## src/sac_pkg.sv

```systemverilog
package sac_pkg;

  // Pixel and result field widths
  localparam int unsigned CHAN_W = 8;
  localparam int unsigned PIX_W  = 3 * CHAN_W;
  localparam int unsigned DISP_W = 6;
  localparam int unsigned RAW_W  = 10;
  localparam int unsigned NORM_W = 16;

  // Default number of disparity levels
  localparam int unsigned DISPARITY_LEVELS_DEF = 16;

  // Largest raw cost: three channels at full swing
  localparam logic [RAW_W-1:0] RAW_MAX = RAW_W'(765);

  // Normalization: floor(raw * 257 / 3), the divide done as a reciprocal multiply
  localparam int unsigned     SCALED_W    = 18;
  localparam int unsigned     RECIP_SHIFT = 19;
  localparam logic [SCALED_W-1:0] RECIP_3 = SCALED_W'(174763);

  // Decoupling queue depth between front and back
  localparam int unsigned Q_DEPTH = 2;

  // Absolute difference of two channel values
  function automatic logic [CHAN_W-1:0] abs_diff(input logic [CHAN_W-1:0] a,
                                                 input logic [CHAN_W-1:0] b);
    abs_diff = (a > b) ? (a - b) : (b - a);
  endfunction

endpackage

```

## src/sac_front.sv

```systemverilog
module sac_front #(
  parameter int unsigned DISPARITY_LEVELS = sac_pkg::DISPARITY_LEVELS_DEF
) (
  input  logic                                                clk_i,
  input  logic                                                rst_ni,
  input  logic                                                in_valid_i,
  output logic                                                in_stall_o,
  input  logic [sac_pkg::CHAN_W-1:0]                          left_red_i,
  input  logic [sac_pkg::CHAN_W-1:0]                          left_green_i,
  input  logic [sac_pkg::CHAN_W-1:0]                          left_blue_i,
  input  logic [sac_pkg::CHAN_W-1:0]                          right_red_i,
  input  logic [sac_pkg::CHAN_W-1:0]                          right_green_i,
  input  logic [sac_pkg::CHAN_W-1:0]                          right_blue_i,
  input  logic                                                row_start_i,
  input  logic                                                q_full_i,
  output logic                                                push_o,
  output logic [DISPARITY_LEVELS:0][sac_pkg::PIX_W-1:0]       push_data_o
);
  import sac_pkg::*;

  logic                                     accept;
  logic [PIX_W-1:0]                         right_pix;
  logic [DISPARITY_LEVELS-1:0][PIX_W-1:0]   window;

  assign in_stall_o = q_full_i;
  assign accept     = in_valid_i & ~q_full_i;
  assign push_o     = accept;
  assign right_pix  = {right_red_i, right_green_i, right_blue_i};

  // Snapshot the left pixel and every candidate right pixel for this beat
  assign push_data_o = {window, left_red_i, left_green_i, left_blue_i};

  if (DISPARITY_LEVELS > 1) begin : g_hist
    logic [DISPARITY_LEVELS-2:0][PIX_W-1:0] hist_q;

    // Build the window: current right pixel, then history (refilled at row start)
    always_comb begin
      window[0] = right_pix;
      for (int unsigned k = 1; k < DISPARITY_LEVELS; k++) begin
        window[k] = row_start_i ? right_pix : hist_q[k-1];
      end
    end

    // Advance the delay line by one column per accepted beat
    always_ff @(posedge clk_i or negedge rst_ni) begin
      if (!rst_ni) begin
        hist_q <= '0;
      end else if (accept) begin
        hist_q <= window[DISPARITY_LEVELS-2:0];
      end
    end
  end else begin : g_no_hist
    assign window[0] = right_pix;
  end

endmodule

```

## src/sac_queue.sv

```systemverilog
module sac_queue #(
  parameter int unsigned WIDTH = sac_pkg::PIX_W
) (
  input  logic             clk_i,
  input  logic             rst_ni,
  input  logic             push_i,
  input  logic [WIDTH-1:0] push_data_i,
  output logic             full_o,
  output logic             head_valid_o,
  output logic [WIDTH-1:0] head_data_o,
  input  logic             pop_i
);
  import sac_pkg::*;

  localparam int unsigned PTR_W = (Q_DEPTH > 1) ? $clog2(Q_DEPTH) : 1;
  localparam int unsigned CNT_W = $clog2(Q_DEPTH + 1);

  logic [Q_DEPTH-1:0][WIDTH-1:0] mem_q;
  logic [PTR_W-1:0]              wr_ptr_q, rd_ptr_q;
  logic [CNT_W-1:0]              count_q;

  assign full_o       = (count_q == CNT_W'(Q_DEPTH));
  assign head_valid_o = (count_q != '0);
  assign head_data_o  = mem_q[rd_ptr_q];

  function automatic logic [PTR_W-1:0] ptr_next(input logic [PTR_W-1:0] p);
    ptr_next = (p == PTR_W'(Q_DEPTH - 1)) ? '0 : p + PTR_W'(1);
  endfunction

  // Store the pushed beat
  always_ff @(posedge clk_i) begin
    if (push_i) begin
      mem_q[wr_ptr_q] <= push_data_i;
    end
  end

  // Track pointers and fill level
  always_ff @(posedge clk_i or negedge rst_ni) begin
    if (!rst_ni) begin
      wr_ptr_q <= '0;
      rd_ptr_q <= '0;
      count_q  <= '0;
    end else begin
      if (push_i) wr_ptr_q <= ptr_next(wr_ptr_q);
      if (pop_i)  rd_ptr_q <= ptr_next(rd_ptr_q);
      if (push_i && !pop_i) begin
        count_q <= count_q + CNT_W'(1);
      end else if (pop_i && !push_i) begin
        count_q <= count_q - CNT_W'(1);
      end
    end
  end

  a_no_push_full: assert property (@(posedge clk_i) disable iff (!rst_ni)
    full_o |-> !push_i) else $error("queue pushed while full");
  a_no_pop_empty: assert property (@(posedge clk_i) disable iff (!rst_ni)
    !head_valid_o |-> !pop_i) else $error("queue popped while empty");

endmodule

```

## src/sac_back.sv

```systemverilog
module sac_back #(
  parameter int unsigned DISPARITY_LEVELS = sac_pkg::DISPARITY_LEVELS_DEF
) (
  input  logic                                          clk_i,
  input  logic                                          rst_ni,
  input  logic                                          head_valid_i,
  input  logic [DISPARITY_LEVELS:0][sac_pkg::PIX_W-1:0] head_data_i,
  output logic                                          pop_o,
  output logic                                          out_valid_o,
  input  logic                                          out_stall_i,
  output logic [sac_pkg::DISP_W-1:0]                    disparity_o,
  output logic [sac_pkg::RAW_W-1:0]                     raw_cost_o,
  output logic [sac_pkg::NORM_W-1:0]                    norm_cost_o,
  output logic                                          last_level_o
);
  import sac_pkg::*;

  localparam int unsigned DW = (DISPARITY_LEVELS > 1) ? $clog2(DISPARITY_LEVELS) : 1;
  localparam int unsigned IW = $clog2(DISPARITY_LEVELS + 1);
  localparam logic [DW-1:0] D_LAST = DW'(DISPARITY_LEVELS - 1);

  logic [DW-1:0]   d_q;
  logic            s1_valid_q, s1_last_q;
  logic [DISP_W-1:0] s1_disp_q;
  logic [RAW_W-1:0]  s1_raw_q;
  logic            out_valid_q, out_last_q;
  logic [DISP_W-1:0] out_disp_q;
  logic [RAW_W-1:0]  out_raw_q;
  logic [NORM_W-1:0] out_norm_q;

  logic               advance, issue, is_last;
  logic [IW-1:0]      sel;
  logic [PIX_W-1:0]   left_pix, right_pix;
  logic [RAW_W-1:0]   raw_cost;
  logic [SCALED_W-1:0] scaled;
  logic [2*SCALED_W-1:0] product;

  // Whole pipeline holds while the output beat is stalled
  assign advance = ~(out_valid_q & out_stall_i);
  assign issue   = advance & head_valid_i;
  assign is_last = (d_q == D_LAST);
  assign pop_o   = issue & is_last;

  // Pick the left pixel and the right pixel d columns back
  assign sel       = IW'(d_q) + IW'(1);
  assign left_pix  = head_data_i[0];
  assign right_pix = head_data_i[sel];

  assign raw_cost =
      RAW_W'(abs_diff(left_pix[3*CHAN_W-1:2*CHAN_W], right_pix[3*CHAN_W-1:2*CHAN_W]))
    + RAW_W'(abs_diff(left_pix[2*CHAN_W-1:CHAN_W],   right_pix[2*CHAN_W-1:CHAN_W]))
    + RAW_W'(abs_diff(left_pix[CHAN_W-1:0],          right_pix[CHAN_W-1:0]));

  // raw * 257, then divide by three through the reciprocal
  assign scaled  = SCALED_W'({s1_raw_q, 8'h00}) + SCALED_W'(s1_raw_q);
  assign product = scaled * RECIP_3;

  // Step the disparity counter, wrap after the last level
  always_ff @(posedge clk_i or negedge rst_ni) begin
    if (!rst_ni) begin
      d_q <= '0;
    end else if (issue) begin
      d_q <= is_last ? '0 : d_q + DW'(1);
    end
  end

  // Valid bits of the cost stage and the output register
  always_ff @(posedge clk_i or negedge rst_ni) begin
    if (!rst_ni) begin
      s1_valid_q  <= 1'b0;
      out_valid_q <= 1'b0;
    end else if (advance) begin
      s1_valid_q  <= head_valid_i;
      out_valid_q <= s1_valid_q;
    end
  end

  // Payload of the cost stage and the output register
  always_ff @(posedge clk_i) begin
    if (advance) begin
      s1_disp_q  <= DISP_W'(d_q);
      s1_raw_q   <= raw_cost;
      s1_last_q  <= is_last;
      out_disp_q <= s1_disp_q;
      out_raw_q  <= s1_raw_q;
      out_last_q <= s1_last_q;
      out_norm_q <= product[RECIP_SHIFT +: NORM_W];
    end
  end

  assign out_valid_o  = out_valid_q;
  assign disparity_o  = out_disp_q;
  assign raw_cost_o   = out_raw_q;
  assign norm_cost_o  = out_norm_q;
  assign last_level_o = out_last_q;

  a_last_top: assert property (@(posedge clk_i) disable iff (!rst_ni)
    (out_valid_o && last_level_o) |-> (disparity_o == DISP_W'(DISPARITY_LEVELS - 1)))
    else $error("last flag on wrong disparity");
  a_raw_range: assert property (@(posedge clk_i) disable iff (!rst_ni)
    out_valid_o |-> (raw_cost_o <= RAW_MAX)) else $error("raw cost out of range");
  a_d_range: assert property (@(posedge clk_i) disable iff (!rst_ni)
    d_q <= D_LAST) else $error("disparity counter out of range");
  a_pop_last: assert property (@(posedge clk_i) disable iff (!rst_ni)
    pop_o |=> (d_q == '0)) else $error("counter not wrapped after pop");

endmodule

```

## src/stereo_ad_cost_volume.sv

```systemverilog
// Pipeline: an accepted beat passes the queue, the cost stage and the output
//   register in that order before its first result shows on the output.
// Throughput: DISPARITY_LEVELS costs per pixel, one cost per cycle while the output
//   is not stalled, from the single cost lane stepping the disparity counter;
//   a 2-entry queue decouples input.
// Reset: clears the right-pixel history to black, the queue and all valid bits.
module stereo_ad_cost_volume #(
  parameter int unsigned DISPARITY_LEVELS = sac_pkg::DISPARITY_LEVELS_DEF
) (
  input  logic                        clk_i,
  input  logic                        rst_ni,
  input  logic                        in_valid_i,
  output logic                        in_stall_o,
  input  logic [sac_pkg::CHAN_W-1:0]  left_red_i,
  input  logic [sac_pkg::CHAN_W-1:0]  left_green_i,
  input  logic [sac_pkg::CHAN_W-1:0]  left_blue_i,
  input  logic [sac_pkg::CHAN_W-1:0]  right_red_i,
  input  logic [sac_pkg::CHAN_W-1:0]  right_green_i,
  input  logic [sac_pkg::CHAN_W-1:0]  right_blue_i,
  input  logic                        row_start_i,
  output logic                        out_valid_o,
  input  logic                        out_stall_i,
  output logic [sac_pkg::DISP_W-1:0]  disparity_o,
  output logic [sac_pkg::RAW_W-1:0]   raw_cost_o,
  output logic [sac_pkg::NORM_W-1:0]  norm_cost_o,
  output logic                        last_level_o
);
  import sac_pkg::*;

  localparam int unsigned ENTRY_W = PIX_W * (DISPARITY_LEVELS + 1);

  logic                                   q_full, push, head_valid, pop;
  logic [DISPARITY_LEVELS:0][PIX_W-1:0]   push_data, head_data;

  // Accept pixels and build the candidate window
  sac_front #(.DISPARITY_LEVELS(DISPARITY_LEVELS)) u_front (
    .clk_i        (clk_i),
    .rst_ni       (rst_ni),
    .in_valid_i   (in_valid_i),
    .in_stall_o   (in_stall_o),
    .left_red_i   (left_red_i),
    .left_green_i (left_green_i),
    .left_blue_i  (left_blue_i),
    .right_red_i  (right_red_i),
    .right_green_i(right_green_i),
    .right_blue_i (right_blue_i),
    .row_start_i  (row_start_i),
    .q_full_i     (q_full),
    .push_o       (push),
    .push_data_o  (push_data)
  );

  // Hold windows between front and back
  sac_queue #(.WIDTH(ENTRY_W)) u_queue (
    .clk_i       (clk_i),
    .rst_ni      (rst_ni),
    .push_i      (push),
    .push_data_i (push_data),
    .full_o      (q_full),
    .head_valid_o(head_valid),
    .head_data_o (head_data),
    .pop_i       (pop)
  );

  // Walk the disparity levels and emit costs
  sac_back #(.DISPARITY_LEVELS(DISPARITY_LEVELS)) u_back (
    .clk_i       (clk_i),
    .rst_ni      (rst_ni),
    .head_valid_i(head_valid),
    .head_data_i (head_data),
    .pop_o       (pop),
    .out_valid_o (out_valid_o),
    .out_stall_i (out_stall_i),
    .disparity_o (disparity_o),
    .raw_cost_o  (raw_cost_o),
    .norm_cost_o (norm_cost_o),
    .last_level_o(last_level_o)
  );

endmodule

```

## config.mk

```make
export PLATFORM = sky130hd
export DESIGN_NAME = stereo_ad_cost_volume
export DESIGN_NICKNAME = d
export VERILOG_FILES = /design/src/sac_pkg.sv /design/src/sac_front.sv /design/src/sac_queue.sv /design/src/sac_back.sv /design/src/stereo_ad_cost_volume.sv
export SDC_FILE = /design/constraint.sdc
export NUM_CORES = 2
export LEC_CHECK = 0
export ABC_AREA = 0
export BUFFER_PORTS_ARGS = -buffer_cell sky130_fd_sc_hd__buf_4
export CORE_ASPECT_RATIO = 1.1
export CORE_MARGIN = 4
export CORE_UTILIZATION = 68
export DETAILED_ROUTE_END_ITERATION = 10
export HOLD_SLACK_MARGIN = 0.08
export PLACE_DENSITY = 0.85
export SKIP_CTS_REPAIR_TIMING = 1
export SKIP_LAST_GASP = 1
export SYNTH_ARGS = -nofsm -noshare
export SYNTH_HDL_FRONTEND = slang
export SYNTH_SLANG_ARGS = --single-unit
```

## constraint.sdc

```tcl
create_clock -name clk_i -period 38.2 [get_ports clk_i]
set_input_delay 3.82 -clock clk_i [delete_from_list [all_inputs] [get_ports clk_i]]
set_output_delay 3.82 -clock clk_i [all_outputs]
set_load 0.02 [all_outputs]
```

==> results <==
- The type of the worst min-delay path is reg -> reg.
- Clock latency on the worst-skew pair, taken at its later pin, is 700 ps.
- The worst setup path is captured at a flip-flop.
- Following the worst setup path forward leads to its endpoint at u_back.s1_raw_q[9].
- Along the worst path, the maximum fanout reaches 95.
- The buffer depth of the longest clock path is 3.
- The placeable core region is approximately 85000 um^2.
- The number of nets in the layout is approximately 4400.
- Measured along the x axis, the die boundary spans about 290 um.
- The total wire length after detailed routing is about 120000 um.
- The H-tree was split into 3 levels.
- The Yosys warning count is 0.
- The average via count per standard cell is 6.17.
- The critical path startpoint category is a flip-flop.
- The category of the critical setup timing path is reg -> reg.
- The final number of max-transition violations is 0.
- Between clock sinks in the finished design, the worst skew comes to between 20 and 30 ps.
- The detailed-route wire length per cell is 23.2 um.
- The most critical setup path has its startpoint at u_queue.rd_ptr_q.
- The netlist uses 62 different library cells.
- The floorplan step defined a die boundary enclosing roughly 90000 um^2.
- Setup repair after global routing left no endpoint under its margin.
- The data arrival time at the worst-slack endpoint is 9200 ps.
- The global-route wire length before repair is just under 200000 um.
- The CTS clock-pin slew for the worst setup and hold paths is 70 ps.
- Averaged over all synthesized cells, the footprint is between 10 and 15 um^2.
- The hold violation count in the final report is 0.
- The reg-to-reg setup timing slack is roughly 30000 ps.
- The slew at the pin closest to its max-slew limit is around 1100 ps.
- The endpoint of the worst-slack reg-to-reg timing path is u_back.s1_raw_q[9].
- The all-layer global routing usage is ~28%.
- For this run the aggregate overflow at the end of global routing stands at 0.
- For this run, asynchronously set or reset flops after synthesis account for between 30 and 40%.
- For the worst setup path, the data required time is roughly 39000 ps.
- After routing, the total negative slack on setup checks comes to 0 ps.
- The number of failing setup endpoints in the final timing report is 0.
- Once the floorplan was initialized, standard cells occupied about two thirds of the core.
- For this block, the via count after detailed routing is between 30000 and 40000.
- The standard-cell row count is around 110.
- The post-synthesis cell type with the largest combined area is edfxtp_1.
- By area the synthesized netlist is led by edfxtp_1, dfrtp_1, mux2_2.
- The initial antenna violation count is 3.
- The count of clock tree sinks is about 1200.
- The clock period could shrink to 8750 ps.
- The count of input and output buffers is between 80 and 90.
- TritonCTS built the clock tree.
- The combined area of all synthesized cells is about 58000 um^2.
- The number of antenna-violating nets in the routed design is 0.
- The run finished with clean final reports.
- The share of the clock period used by the worst path after layout is ~23%.
- The number of cells produced by synthesis is around 4000.
- The largest net degree at the start of global routing is between 150 and 200.
- Across the run, the number of max-cap violations was 0.
- The final weighted congestion in routability-driven placement is just over 0.9.
- Static timing analysis puts the maximum clock frequency at around 110 MHz.
- The most used flip-flop cell after synthesis is edfxtp_1.
- The area growth from synthesis to layout is 9.08%.
- In this run the biggest area consumer among cell types represents roughly 44% of the synthesized area.
- The repair_antennas step left the layout with diodes totalling 0.
- The tightest slew margin relative to the limit is roughly a quarter.
- Sequential elements use approximately 60% of the synthesized area.
- The total I/O pin count is 88.
- Counting cells, the worst reg-to-reg path comes to 24.
- The half-perimeter wire length of the detailed placement result is between 70000 and 80000 um.
- Buffers inserted during clock tree synthesis total roughly 120.
- The count of fill cells added during filler insertion is roughly 4800.
- The die is 315 um tall.
- The iteration count of the initial detailed-routing pass is 6.
- In the final layout, the share of cells above drive strength 1 is roughly 21%.
- The number of synthesized flops with an enable pin is 862.
- The via count of the first global-routing pass came to ~34000.
- In the routed design, unresolved DRC markers number 0.
- In this run the critical register-to-register path is launched from u_queue.rd_ptr_q.
- The number of violations reported at the end of detailed-routing iteration 0 is ~3200.
- The flip-flop and latch count after synthesis is approximately 1200.
- The root buffer selected by CTS is clkbuf_16.
## registers in the layout, summed over array words and instances (netlist names)
signal,flops
u_back.s1_valid_q,1
u_queue.wr_ptr_q,1
u_queue.mem_q,816
u_back.last_level_o,1
u_back.out_valid_o,1
u_back.raw_cost_o,10
u_queue.rd_ptr_q,1
u_back.s1_disp_q,4
u_back.disparity_o,4
u_back.s1_last_q,1
u_back.norm_cost_o,16
u_back.s1_raw_q,10
u_front.g_hist.hist_q,360
u_back.d_q,4
u_queue.count_q,2
## cell usage in the layout (no fill, tap or decap), types with 6 or more instances in the layout
cell       count
o22ai_1        9
a21oi_1       60
clkbuf_8      19
o22a_1        13
a21o_1        23
o21bai_1      10
dfrtp_1      368
clkbuf_1      38
a211oi_1       6
clkinv_2      25
o221ai_1      11
nand4_1        8
buf_12         8
mux2i_1      132
o21ai_0      441
nor2b_1        9
inv_2         23
fa_1         119
clkbuf_16    118
inv_1        642
mux4_2       177
a32oi_1        6
nand3_1       15
xnor2_1       51
nand2_1      116
buf_4        104
edfxtp_1     862
xor2_1        12
nand2b_1      11
clkinv_1       8
inv_6          6
mux2_2       356
o31ai_1        6
ha_1         216
a221oi_1      16
o21a_1        13
nor2_1        24
## worst min path at each step
stage / cells after the start / from / to / slack, ps
detailed placement: 0 / u_back.s1_disp_q[1] / u_back.disparity_o[1] / 400
global route: 0 / u_back.s1_last_q / u_back.last_level_o / 430
finish: 0 / u_back.s1_disp_q[1] / u_back.disparity_o[1] / 420
floorplan: 0 / u_back.s1_disp_q[0] / u_back.disparity_o[0] / 400
CTS: 0 / u_back.s1_disp_q[1] / u_back.disparity_o[1] / 420
global placement: 0 / u_back.s1_disp_q[0] / u_back.disparity_o[0] / 410
## worst max-delay path, cell delays in order, from the launching register on
cell	delay [ps]
dfrtp_4	920
buf_4	730
buf_12	600
buf_4	790
mux4_2	600
mux4_2	460
nand2b_1	160
a32oi_1	460
ha_1	400
nand4_1	150
a21oi_1	80
o31ai_4	460
mux2_2	410
inv_1	80
fa_1	460
inv_1	80
ha_1	230
a21o_1	170
a21oi_1	210
o21ai_0	120
a21oi_1	220
nor2b_1	70
o21a_1	190
o21a_1	190
o21a_1	170
## cells by family after synthesis
family	after synthesis	share of synthesized area [%]
flops	1232	60.4
simple gates	206	1.57
compound gates	644	6.27
fa+ha+maj	336	8.76
xor+xnor	66	1.01
buf+inv	855	5.89
other cells	1	0.00645
mux	668	16.1
## area by class of cell
class | instances | area [um^2] | share of cell area [%]
clock buffers | 175 | 3360 | 5.29
clock inverters | 47 | 362 | 0.570
inverters | 666 | 2510 | 3.95
multi-input cells | 1922 | 19700 | 31.0
flip-flops and latches | 1232 | 35200 | 55.4
well taps | 1140 | 1430 | 2.25
repair buffers | 114 | 971 | 1.53
## metal layers
metal	part of all wire [%]	track usage, %
met1	39	36.4
met2	52	47.7
met3	6.5	4.32
met4	3.2	9.13
met5	0.027	0
## cell usage after synthesis, drive strengths merged (14+ instances only)
library cell  count
a21o             23
a21oi            61
a221oi           16
buf              66
clkbuf          123
dfrtp           370
edfxtp          862
fa              119
ha              217
inv             666
mux2            359
mux2i           132
mux4            177
nand2           117
nand3            15
nor2             25
o21ai           446
xnor2            52
xor2             14
## metrics by stage
step | utilization (%) | hold slack [ps] | area, um^2 | setup WS (ps) | std cells
finish | 74.8 | 418 | 63400 | 29450 | 5296
global route | 74.8 | 433 | 63400 | 28850 | 5296
CTS | 74.8 | 419 | 63400 | 29280 | 5296
detailed placement | 70.5 | 405 | 59700 | 29260 | 5074
global placement | 70.5 | 406 | 59700 | 29350 | 5074
floorplan | - | 400 | 58200 | 16210 | 4009
Power is not shown: default switching activity piles up to over one toggle a cycle in this logic, so the estimate is an artifact.
